$ cat src/hdl/bmc_pkg.sv
// Shared types, character codes and sizes for the bracket match checker.
package bmc_pkg;

    // Stack sizing
    localparam int STACK_DEPTH = 1024;
    localparam int CNT_W       = $clog2(STACK_DEPTH + 1);
    localparam int ADDR_W      = $clog2(STACK_DEPTH);

    // Character codes
    localparam logic [7:0] CH_LPAREN  = 8'h28;
    localparam logic [7:0] CH_LSQUARE = 8'h5B;
    localparam logic [7:0] CH_LCURLY  = 8'h7B;
    localparam logic [7:0] CH_RPAREN  = 8'h29;
    localparam logic [7:0] CH_RSQUARE = 8'h5D;
    localparam logic [7:0] CH_RCURLY  = 8'h7D;
    localparam logic [7:0] CH_SQUOTE  = 8'h27;
    localparam logic [7:0] CH_DQUOTE  = 8'h22;
    localparam logic [7:0] CH_SLASH   = 8'h2F;
    localparam logic [7:0] CH_STAR    = 8'h2A;
    localparam logic [7:0] CH_NL      = 8'h0A;

    // Bracket kind as kept on the stack
    localparam logic [1:0] BR_PAREN  = 2'd0;
    localparam logic [1:0] BR_SQUARE = 2'd1;
    localparam logic [1:0] BR_CURLY  = 2'd2;

    // Lexer modes
    typedef enum logic [2:0] {
        LEX_NORMAL     = 3'd0,
        LEX_SLASH      = 3'd1,
        LEX_SQUOTE     = 3'd2,
        LEX_DQUOTE     = 3'd3,
        LEX_LINE       = 3'd4,
        LEX_BLOCK      = 3'd5,
        LEX_BLOCK_STAR = 3'd6
    } t_lex_mode;

    // Result event codes
    typedef enum logic [1:0] {
        EV_NONE = 2'd0,
        EV_PUSH = 2'd1,
        EV_POP  = 2'd2,
        EV_DROP = 2'd3
    } t_event;

    // Stack request from the lexer
    typedef struct packed {
        logic       push;
        logic       pop;
        logic [1:0] code;
    } t_lex_op;

    // Stack status seen by the checker
    typedef struct packed {
        logic       empty;
        logic       full;
        logic       one;
        logic [1:0] top;
    } t_stk_stat;

    // Map a stored bracket kind back to its opening character
    function automatic logic [7:0] code_to_char(input logic [1:0] code);
        logic [7:0] c;
        unique case (code)
            BR_SQUARE: c = CH_LSQUARE;
            BR_CURLY:  c = CH_LCURLY;
            default:   c = CH_LPAREN;
        endcase
        return c;
    endfunction

endpackage

$ cat src/hdl/bmc_lexer.sv
// Lexer state machine: tracks quotes and comments and issues stack requests.
module bmc_lexer (
    input  logic             i_clk,
    input  logic             i_rst_n,
    input  logic             i_step,
    input  logic             i_last,
    input  logic [7:0]       i_ch,
    output bmc_pkg::t_lex_op o_op
);

    bmc_pkg::t_lex_mode r_mode;
    bmc_pkg::t_lex_mode n_mode;
    bmc_pkg::t_lex_mode n_norm;
    logic               is_normal;

    // Mode after a byte of plain text
    always_comb begin
        unique case (i_ch)
            bmc_pkg::CH_SQUOTE: n_norm = bmc_pkg::LEX_SQUOTE;
            bmc_pkg::CH_DQUOTE: n_norm = bmc_pkg::LEX_DQUOTE;
            bmc_pkg::CH_SLASH:  n_norm = bmc_pkg::LEX_SLASH;
            default:            n_norm = bmc_pkg::LEX_NORMAL;
        endcase
    end

    // Next state
    always_comb begin
        unique case (r_mode)
            bmc_pkg::LEX_SQUOTE:
                n_mode = (i_ch == bmc_pkg::CH_SQUOTE) ? bmc_pkg::LEX_NORMAL : r_mode;
            bmc_pkg::LEX_DQUOTE:
                n_mode = (i_ch == bmc_pkg::CH_DQUOTE) ? bmc_pkg::LEX_NORMAL : r_mode;
            bmc_pkg::LEX_LINE:
                n_mode = (i_ch == bmc_pkg::CH_NL) ? bmc_pkg::LEX_NORMAL : r_mode;
            bmc_pkg::LEX_BLOCK:
                n_mode = (i_ch == bmc_pkg::CH_STAR) ? bmc_pkg::LEX_BLOCK_STAR : r_mode;
            bmc_pkg::LEX_BLOCK_STAR: begin
                if (i_ch == bmc_pkg::CH_SLASH) begin
                    n_mode = bmc_pkg::LEX_NORMAL;
                end else if (i_ch == bmc_pkg::CH_STAR) begin
                    n_mode = bmc_pkg::LEX_BLOCK_STAR;
                end else begin
                    n_mode = bmc_pkg::LEX_BLOCK;
                end
            end
            bmc_pkg::LEX_SLASH: begin
                if (i_ch == bmc_pkg::CH_SLASH) begin
                    n_mode = bmc_pkg::LEX_LINE;
                end else if (i_ch == bmc_pkg::CH_STAR) begin
                    n_mode = bmc_pkg::LEX_BLOCK;
                end else begin
                    n_mode = n_norm;
                end
            end
            default: n_mode = n_norm;
        endcase
    end

    // Outputs: brackets count only in plain text
    always_comb begin
        is_normal = (r_mode == bmc_pkg::LEX_NORMAL) ||
                    ((r_mode == bmc_pkg::LEX_SLASH) &&
                     (i_ch != bmc_pkg::CH_SLASH) && (i_ch != bmc_pkg::CH_STAR));
        o_op.push = is_normal && ((i_ch == bmc_pkg::CH_LPAREN) ||
                    (i_ch == bmc_pkg::CH_LSQUARE) || (i_ch == bmc_pkg::CH_LCURLY));
        o_op.pop  = is_normal && ((i_ch == bmc_pkg::CH_RPAREN) ||
                    (i_ch == bmc_pkg::CH_RSQUARE) || (i_ch == bmc_pkg::CH_RCURLY));
        if ((i_ch == bmc_pkg::CH_LSQUARE) || (i_ch == bmc_pkg::CH_RSQUARE)) begin
            o_op.code = bmc_pkg::BR_SQUARE;
        end else if ((i_ch == bmc_pkg::CH_LCURLY) || (i_ch == bmc_pkg::CH_RCURLY)) begin
            o_op.code = bmc_pkg::BR_CURLY;
        end else begin
            o_op.code = bmc_pkg::BR_PAREN;
        end
    end

    // Advance mode; return to plain text at end of text
    always_ff @(posedge i_clk) begin
        if (!i_rst_n) begin
            r_mode <= bmc_pkg::LEX_NORMAL;
        end else if (i_step) begin
            r_mode <= i_last ? bmc_pkg::LEX_NORMAL : n_mode;
        end
    end

endmodule

$ cat src/hdl/bmc_stack.sv
// Bracket stack: top in a register, lower entries in a RAM with prefetch.
module bmc_stack (
    input  logic               i_clk,
    input  logic               i_rst_n,
    input  logic               i_step,
    input  logic               i_clear,
    input  bmc_pkg::t_lex_op   i_op,
    output bmc_pkg::t_stk_stat o_stat
);

    logic [1:0]                 r_mem [bmc_pkg::STACK_DEPTH];
    logic [bmc_pkg::CNT_W-1:0]  r_count;
    logic [bmc_pkg::CNT_W-1:0]  n_count;
    logic [1:0]                 r_top;
    logic [1:0]                 r_rd;
    logic [bmc_pkg::CNT_W-1:0]  cnt_m1;
    logic [bmc_pkg::CNT_W-1:0]  nxt_m2;
    logic [bmc_pkg::ADDR_W-1:0] waddr;
    logic [bmc_pkg::ADDR_W-1:0] raddr;
    logic                       full;
    logic                       empty;
    logic                       push_ok;
    logic                       pop_ok;
    logic                       we;

    assign full    = (r_count == bmc_pkg::CNT_W'(bmc_pkg::STACK_DEPTH));
    assign empty   = (r_count == '0);
    assign push_ok = i_step && i_op.push && !full;
    assign pop_ok  = i_step && i_op.pop && !empty;

    // Next fill level
    always_comb begin
        priority if (i_step && i_clear) begin
            n_count = '0;
        end else if (push_ok) begin
            n_count = r_count + bmc_pkg::CNT_W'(1);
        end else if (pop_ok) begin
            n_count = r_count - bmc_pkg::CNT_W'(1);
        end else begin
            n_count = r_count;
        end
    end

    // Spill old top on push; prefetch the entry below the next top
    assign cnt_m1 = r_count - bmc_pkg::CNT_W'(1);
    assign nxt_m2 = n_count - bmc_pkg::CNT_W'(2);
    assign waddr  = cnt_m1[bmc_pkg::ADDR_W-1:0];
    assign raddr  = nxt_m2[bmc_pkg::ADDR_W-1:0];
    assign we     = push_ok && !empty;

    always_ff @(posedge i_clk) begin
        if (we) begin
            r_mem[waddr] <= r_top;
        end
        r_rd <= (we && (waddr == raddr)) ? r_top : r_mem[raddr];
    end

    // Hold the top entry
    always_ff @(posedge i_clk) begin
        if (push_ok) begin
            r_top <= i_op.code;
        end else if (pop_ok) begin
            r_top <= r_rd;
        end
    end

    always_ff @(posedge i_clk) begin
        if (!i_rst_n) begin
            r_count <= '0;
        end else begin
            r_count <= n_count;
        end
    end

    assign o_stat.empty = empty;
    assign o_stat.full  = full;
    assign o_stat.one   = (r_count == bmc_pkg::CNT_W'(1));
    assign o_stat.top   = r_top;

    // Fill level never passes the depth
    a_count_range: assert property (@(posedge i_clk) disable iff (!i_rst_n)
        r_count <= bmc_pkg::CNT_W'(bmc_pkg::STACK_DEPTH))
        else $error("stack fill level above depth");

    // End of text empties the stack
    a_clear: assert property (@(posedge i_clk) disable iff (!i_rst_n)
        i_step && i_clear |=> r_count == '0)
        else $error("stack not empty after end of text");

    // A taken push puts its kind on top
    a_push_top: assert property (@(posedge i_clk) disable iff (!i_rst_n)
        push_ok |=> r_top == $past(i_op.code))
        else $error("pushed bracket not on top");

endmodule

$ cat src/hdl/bracket_match_checker_core.sv
// Top level of the bracket match checker: input register, lexer, stack, result register.
//
// Input channel: i_valid / o_stall with payload i_ch (one text byte) and i_last
// (marks the final byte of a text). A beat is taken when i_valid is high and
// o_stall is low. Output channel: o_valid / i_stall with one result beat per
// input beat: o_event_res, o_bracket, o_failed, o_done_res, o_matched.
//
// Throughput is one byte per cycle while the receiver does not stall: the lexer
// mode, the stack top register and the prefetched entry below it are all updated
// in the same cycle as the byte, so a pop followed by a push or pop in the next
// cycle needs no wait. Each byte passes the input register, then the result
// register, on its way to its result beat.
//
// Reset (synchronous, active low) empties both registers, puts the lexer in
// plain text, empties the stack and clears the failure flag. The stack RAM is
// not cleared; only written entries are read. A beat with i_last set returns
// the block to that same state for the next text.
//
// When the receiver stalls, the result is held and the input register keeps
// one more byte; after that o_stall rises until the result beat is taken.
module bracket_match_checker_core (
    input  logic       i_clk,
    input  logic       i_rst_n,
    input  logic       i_valid,
    output logic       o_stall,
    input  logic [7:0] i_ch,
    input  logic       i_last,
    output logic       o_valid,
    input  logic       i_stall,
    output logic [1:0] o_event_res,
    output logic [7:0] o_bracket,
    output logic       o_failed,
    output logic       o_done_res,
    output logic       o_matched
);

    logic               r_in_valid;
    logic [7:0]         r_ch;
    logic               r_last;
    logic               r_out_valid;
    logic [1:0]         r_event;
    logic [7:0]         r_bracket;
    logic               r_failed;
    logic               r_done;
    logic               r_matched;
    logic               r_fail;
    logic               adv;
    logic               step;
    logic               n_fail;
    logic               mismatch;
    logic               after_zero;
    bmc_pkg::t_event    n_event;
    logic [7:0]         n_bracket;
    bmc_pkg::t_lex_op   op;
    bmc_pkg::t_stk_stat stat;

    assign adv     = !r_out_valid || !i_stall;
    assign step    = r_in_valid && adv;
    assign o_stall = r_in_valid && !adv;

    // Capture input beat
    always_ff @(posedge i_clk) begin
        if (!i_rst_n) begin
            r_in_valid <= 1'b0;
        end else if (!o_stall) begin
            r_in_valid <= i_valid;
        end
    end

    always_ff @(posedge i_clk) begin
        if (!o_stall) begin
            r_ch   <= i_ch;
            r_last <= i_last;
        end
    end

    bmc_lexer u_lexer (
        .i_clk   (i_clk),
        .i_rst_n (i_rst_n),
        .i_step  (step),
        .i_last  (r_last),
        .i_ch    (r_ch),
        .o_op    (op)
    );

    bmc_stack u_stack (
        .i_clk   (i_clk),
        .i_rst_n (i_rst_n),
        .i_step  (step),
        .i_clear (r_last),
        .i_op    (op),
        .o_stat  (stat)
    );

    // Classify the stack action and update the verdict
    always_comb begin
        mismatch   = op.pop && (stat.empty || (stat.top != op.code));
        n_fail     = r_fail || mismatch;
        after_zero = (stat.empty && !op.push) || (stat.one && op.pop);
        if (op.push) begin
            n_event   = stat.full ? bmc_pkg::EV_DROP : bmc_pkg::EV_PUSH;
            n_bracket = r_ch;
        end else if (op.pop && !stat.empty) begin
            n_event   = bmc_pkg::EV_POP;
            n_bracket = bmc_pkg::code_to_char(stat.top);
        end else begin
            n_event   = bmc_pkg::EV_NONE;
            n_bracket = 8'h00;
        end
    end

    always_ff @(posedge i_clk) begin
        if (!i_rst_n) begin
            r_fail <= 1'b0;
        end else if (step) begin
            r_fail <= r_last ? 1'b0 : n_fail;
        end
    end

    // Result register
    always_ff @(posedge i_clk) begin
        if (!i_rst_n) begin
            r_out_valid <= 1'b0;
        end else if (adv) begin
            r_out_valid <= r_in_valid;
        end
    end

    always_ff @(posedge i_clk) begin
        if (step) begin
            r_event   <= n_event;
            r_bracket <= n_bracket;
            r_failed  <= n_fail;
            r_done    <= r_last;
            r_matched <= r_last && !n_fail && after_zero;
        end
    end

    assign o_valid     = r_out_valid;
    assign o_event_res = r_event;
    assign o_bracket   = r_bracket;
    assign o_failed    = r_failed;
    assign o_done_res  = r_done;
    assign o_matched   = r_matched;

    // A balanced verdict never comes with failure, and only at end of text
    a_verdict: assert property (@(posedge i_clk) disable iff (!i_rst_n)
        o_valid && o_matched |-> o_done_res && !o_failed)
        else $error("matched verdict with failure or before end of text");

    // No event means no bracket character
    a_no_event: assert property (@(posedge i_clk) disable iff (!i_rst_n)
        o_valid && (o_event_res == bmc_pkg::EV_NONE) |-> o_bracket == 8'h00)
        else $error("bracket character without stack event");

    // Failure stays latched within a text
    a_fail_sticky: assert property (@(posedge i_clk) disable iff (!i_rst_n)
        step && r_fail && !r_last |=> r_fail)
        else $error("failure flag dropped inside a text");

endmodule

$ cat config.mk
export PLATFORM = sky130hd
export DESIGN_NAME = bracket_match_checker_core
export DESIGN_NICKNAME = d
export VERILOG_FILES = /design/src/hdl/bmc_pkg.sv /design/src/hdl/bmc_lexer.sv /design/src/hdl/bmc_stack.sv /design/src/hdl/bracket_match_checker_core.sv
export SDC_FILE = /design/constraint.sdc
export NUM_CORES = 2
export LEC_CHECK = 0
export BUFFER_PORTS_ARGS = -buffer_cell sky130_fd_sc_hd__buf_2
export CORE_UTILIZATION = 35
export CTS_CLUSTER_DIAMETER = 80
export DETAILED_ROUTE_END_ITERATION = 10
export GPL_TIMING_DRIVEN = 0
export SYNTH_ARGS = -nofsm -noshare
export SYNTH_HDL_FRONTEND = slang
export SYNTH_HIERARCHICAL = 1
export SYNTH_SLANG_ARGS = --single-unit
$ cat constraint.sdc
create_clock -name i_clk -period 16.61 [get_ports i_clk]
set_input_delay 0.8305 -clock i_clk [delete_from_list [all_inputs] [get_ports i_clk]]
set_output_delay 0.8305 -clock i_clk [all_outputs]
set_load 0.05 [all_outputs]
==> results.md <==
- The mean cell area of the mapped netlist is 16.9 µm².
- STA classifies the critical path startpoint as a register.
- The initial utilization of the core area, before any placement, comes to 0.353.
- The detailed-route wire length is 341 mm.
- In the synthesized netlist the async set-or-reset flop fraction comes to 0.
- The insertion delay to the later sink of the worst-skew pair is 0.88 ns.
- The relative slew slack is -0.133.
- The half-perimeter wire length after placement is 227 mm.
- Measured along the y axis, the die boundary spans 498 µm.
- The synthesis-to-finish area growth is 16.1%.
- The site row count is 181.
- In this run the horizontal extent of the chip is 498 µm.
- For the pin with the worst max-slew slack, the measured transition is 1.70 ns.
- The largest individual stage delay along the critical path comes from the cell sky130_fd_sc_hd__clkbuf_1.
- The synthesized instance count is 5,090.
- The register clock-pin slew on the reported worst setup and hold paths is 0.06 ns.
- The maximum vdd ir drop is 0.000115 V.
- The number of antenna violations at the first check in global routing is 36.
- The smallest clock period supported by the final layout is computed as 6.64 ns.
- Measured on the finished design, the core utilization comes to 0.410.
- The first global-routing pass estimated 448 mm of wire.
- The share of post-route cells with drive strength above 1 is 0.196.
- The clock tree synthesis step divided the H-tree into 4 levels.
- Setup repair after global routing left no endpoint under its margin.
- In the routed design, unresolved DRC markers number 0.
- The via count of the first global-routing pass is 52,100.
- The flow ran to the end, but the final reports show violations.
- Clock tree synthesis selected as its root buffer the cell sky130_fd_sc_hd__clkbuf_16.
- At the end of routability-driven placement, the weighted congestion stood at 1.04.
- TritonCTS created 212 clock buffers.
- The final layout contains 5,467 nets.
- The analysis attributes to cell leakage a power of 30.9 nW.
- Dividing the detail-routed via count by the number of cells gives 6.25.
- Yosys printed 6 warnings.
- The detailed router finished its first iteration with 10,900 violations.
- The hold buffer count at CTS is 0.
- In this run, distinct cell masters in the synthesized netlist total 86.
- The number of sinks handled by clock tree synthesis is 2,099.
- Setup violations remaining at the end of the flow were counted as 0.
- The critical path capture point type is a register.
- Port buffering added 27 buffers.
- The clock passes through at most 3 buffers.
- The number of cells traversed by the worst hold path is 1.
- Entering global routing, the biggest net connects 34 pins.
- The die covers 248,000 µm².
- Across the run, the number of max-cap violations was 23.
- The overall routing resource usage is 0.268.
- The period utilization is 0.400.
- The clock tree from TritonCTS is done.
- The largest clock skew in the final design is 0.0392 ns.
- Synthesis produced a netlist with a net count of 5,111.
- Buffers added to address setup during post-CTS repair amount to 0.
- Yosys mapped a number of flops with a built-in enable equal to 2,072.
- The class of the tightest hold or removal check is in2reg.
- The worst setup path is of the reg2reg kind.
- After detailed routing, the average wire length per cell comes to 38.5 µm.
- The layout has 21,800 filler cells.
- The number of pins with negative max-slew slack in the final report was 226.
- The total number of vias is 55,300.
- The total core area is 244,000 µm².
- Once the clock tree was built, the resizer swapped 0 gates to a different size.
- 28 I/O pins were placed.
- Along the worst path, the maximum fanout reaches 10.
- In this run, synthesis produced a sequential element count of 2,099.
- The power density normalized to cell area is 109 nW/µm².
- The largest single stage delay on the critical path is 1.09 ns.
- After routing, the total negative slack on setup checks comes to 0 ns.
- The total congestion overflow is 0.
- The upper clock frequency limit is 0.151 GHz.
- For this run, the register share of the synthesized area comes to 0.728.
- Among all flip-flop cells after synthesis, the most frequent one is sky130_fd_sc_hd__edfxtp_1.
- The checks that failed: max-capacitance violations, max-slew violations.
- For the worst flop-to-flop path, the logic depth is 12.
- STA puts the critical path data arrival time at 7.24 ns.
- The synthesized netlist occupies a cell area of 86,200 µm².
- The first detailed-routing pass ran for 8 iterations.
- The final-report hold violation count is 0.
- STA puts the critical path data required time at 17.21 ns.
- The count of nets left with antenna violations after detail routing is 0.
- Walking the worst path, the cells encountered are clkbuf_1 > buf_1 > buf_8 > clkbuf_1 > nor3_1 > a32oi_1 > nand4_1 > nor4_1 > buf_2 > nor3_1 > o32ai_1 > nand3_1.
[per-stage QoR]
| step | total power (W) | setup slack [ns] | hold slack [ns] | area, µm² | instances |
|---|---|---|---|---|---|
| after floorplan | 0.00603 | 1.87 | 0.473 | 86200 | 5090 |
| after global placement | 0.00623 | -10.76 | 0.493 | 90400 | 8319 |
| after detailed placement | 0.00623 | 10.53 | 0.527 | 93100 | 8431 |
| after CTS | 0.0109 | 10.51 | 0.0991 | 100000 | 8824 |
| after global routing | 0.0111 | 10.28 | 0.116 | 100000 | 8828 |
| final | 0.0109 | 9.97 | 0.143 | 100000 | 8847 |
[final timing paths]
path | start | endpoint | slack, ns
worst max-delay path | register | u_stack/r_top[0] | 9.97
worst min-delay path | i_ch[1] | r_ch[1] | 0.14
worst max register to register | register | u_stack/r_top[0] | 9.97
worst min register to register | r_in_valid | o_valid | 0.52
[cell usage in the layout, fill, tap and decap left out, drive strengths merged, types with 25 or more instances in the layout]
| master | count |
|---|---|
| edfxtp | 2072 |
| nor2 | 1078 |
| clkbuf | 463 |
| mux4 | 436 |
| buf | 354 |
| mux2i | 244 |
| nand2 | 148 |
| clkinv | 98 |
| a22oi | 68 |
| o21ai | 62 |
| a21oi | 58 |
| o22ai | 45 |
| o221ai | 42 |
| nand3 | 31 |
| dfxtp | 27 |
| and2 | 25 |
[critical path, delay by kind of cell, from the launching register on]
family,cells,cell delay (ns)
AND/OR/NAND/NOR,5,1.41
buffers and inverters,5,3.24
AO/OA/AOI/OAI,2,0.78
flip-flops,1,0.88
[area by class of cell]
class	instances	area, µm²	area share
antenna	20	50.0	0.000500
buffer	412	1940	0.0194
clock buffer	265	5530	0.0552
clock inverter	128	1370	0.0137
inverter	18	67.6	0.000675
multi-input combinational	2561	21600	0.216
sequential	2099	62800	0.627
tap	3202	4010	0.0400
timing repair buffer	142	2780	0.0278
[cell usage after synthesis (9+ instances only)]
library cell | n | share of area
sky130_fd_sc_hd__mux4_2 | 436 | 0.11
sky130_fd_sc_hd__o21ai_0 | 61 | 0.0035
sky130_fd_sc_hd__buf_2 | 77 | 0.0045
sky130_fd_sc_hd__nor3_1 | 21 | 0.0012
sky130_fd_sc_hd__nor2b_1 | 13 | 0.00094
sky130_fd_sc_hd__mux2_2 | 18 | 0.0024
sky130_fd_sc_hd__o221ai_1 | 42 | 0.0043
sky130_fd_sc_hd__buf_1 | 92 | 0.0040
sky130_fd_sc_hd__a2111oi_0 | 9 | 0.00091
sky130_fd_sc_hd__o211ai_1 | 17 | 0.0015
sky130_fd_sc_hd__a22oi_1 | 68 | 0.0059
sky130_fd_sc_hd__a31oi_1 | 14 | 0.0010
sky130_fd_sc_hd__nand3_1 | 31 | 0.0018
sky130_fd_sc_hd__and2_1 | 25 | 0.0018
sky130_fd_sc_hd__inv_1 | 16 | 0.00070
sky130_fd_sc_hd__nand2_1 | 148 | 0.0064
sky130_fd_sc_hd__a21oi_1 | 58 | 0.0034
sky130_fd_sc_hd__clkbuf_1 | 194 | 0.0084
sky130_fd_sc_hd__dfxtp_1 | 27 | 0.0063
sky130_fd_sc_hd__buf_4 | 38 | 0.0033
sky130_fd_sc_hd__buf_6 | 11 | 0.0014
sky130_fd_sc_hd__nand2b_1 | 16 | 0.0012
sky130_fd_sc_hd__o22ai_1 | 45 | 0.0033
sky130_fd_sc_hd__mux2i_1 | 244 | 0.028
sky130_fd_sc_hd__xnor2_1 | 17 | 0.0017
sky130_fd_sc_hd__a221oi_1 | 23 | 0.0023
sky130_fd_sc_hd__nor2_1 | 1078 | 0.047
sky130_fd_sc_hd__and3_1 | 17 | 0.0012
sky130_fd_sc_hd__nand4_1 | 19 | 0.0014
sky130_fd_sc_hd__edfxtp_1 | 2072 | 0.72
[layer usage]
| metal | routed length (µm) | GRT usage | up-vias |
|---|---|---|---|
| li1 | - | - | 20700 |
| met1 | 117000 | 0.333 | 28700 |
| met2 | 146000 | 0.392 | 4886 |
| met3 | 52000 | 0.105 | 1037 |
| met4 | 25400 | 0.168 | 14 |
| met5 | 161 | 0 | - |
[flip-flops by register name (all words and copies together) (netlist names), named ones only]
signal           count
o_event_res          2
r_last               1
o_failed             1
u_lexer/r_mode       3
o_bracket            8
u_stack/r_mem     2048
u_stack/r_count     11
r_fail               1
r_ch                 8
o_done_res           1
u_stack/r_top        2
o_valid              1
r_in_valid           1
o_matched            1
[logic make-up (layout without fill, tap and decap cells)]
kind of cell / count (synthesis) / count (layout) / share of synthesized area
AND/OR/NAND/NOR: 1414 / 1414 / 0.0675
XOR/XNOR: 26 / 26 / 0.00273
other: 0 / 20 / 0
buffers and inverters: 430 / 965 / 0.0224
flip-flops: 2099 / 2099 / 0.728
multiplexers: 698 / 698 / 0.145
adder cells (fa/ha/maj): 8 / 8 / 0.00116
AO/OA/AOI/OAI: 415 / 415 / 0.0339
[power breakdown]
part | total (W) | switching, W | internal, W
Clock | 0.00479 | 0.00211 | 0.00268
Sequential | 0.00575 | 0.00000821 | 0.00574
Combinational | 0.000399 | 0.000294 | 0.000104
(Power assumes the default switching activity.)
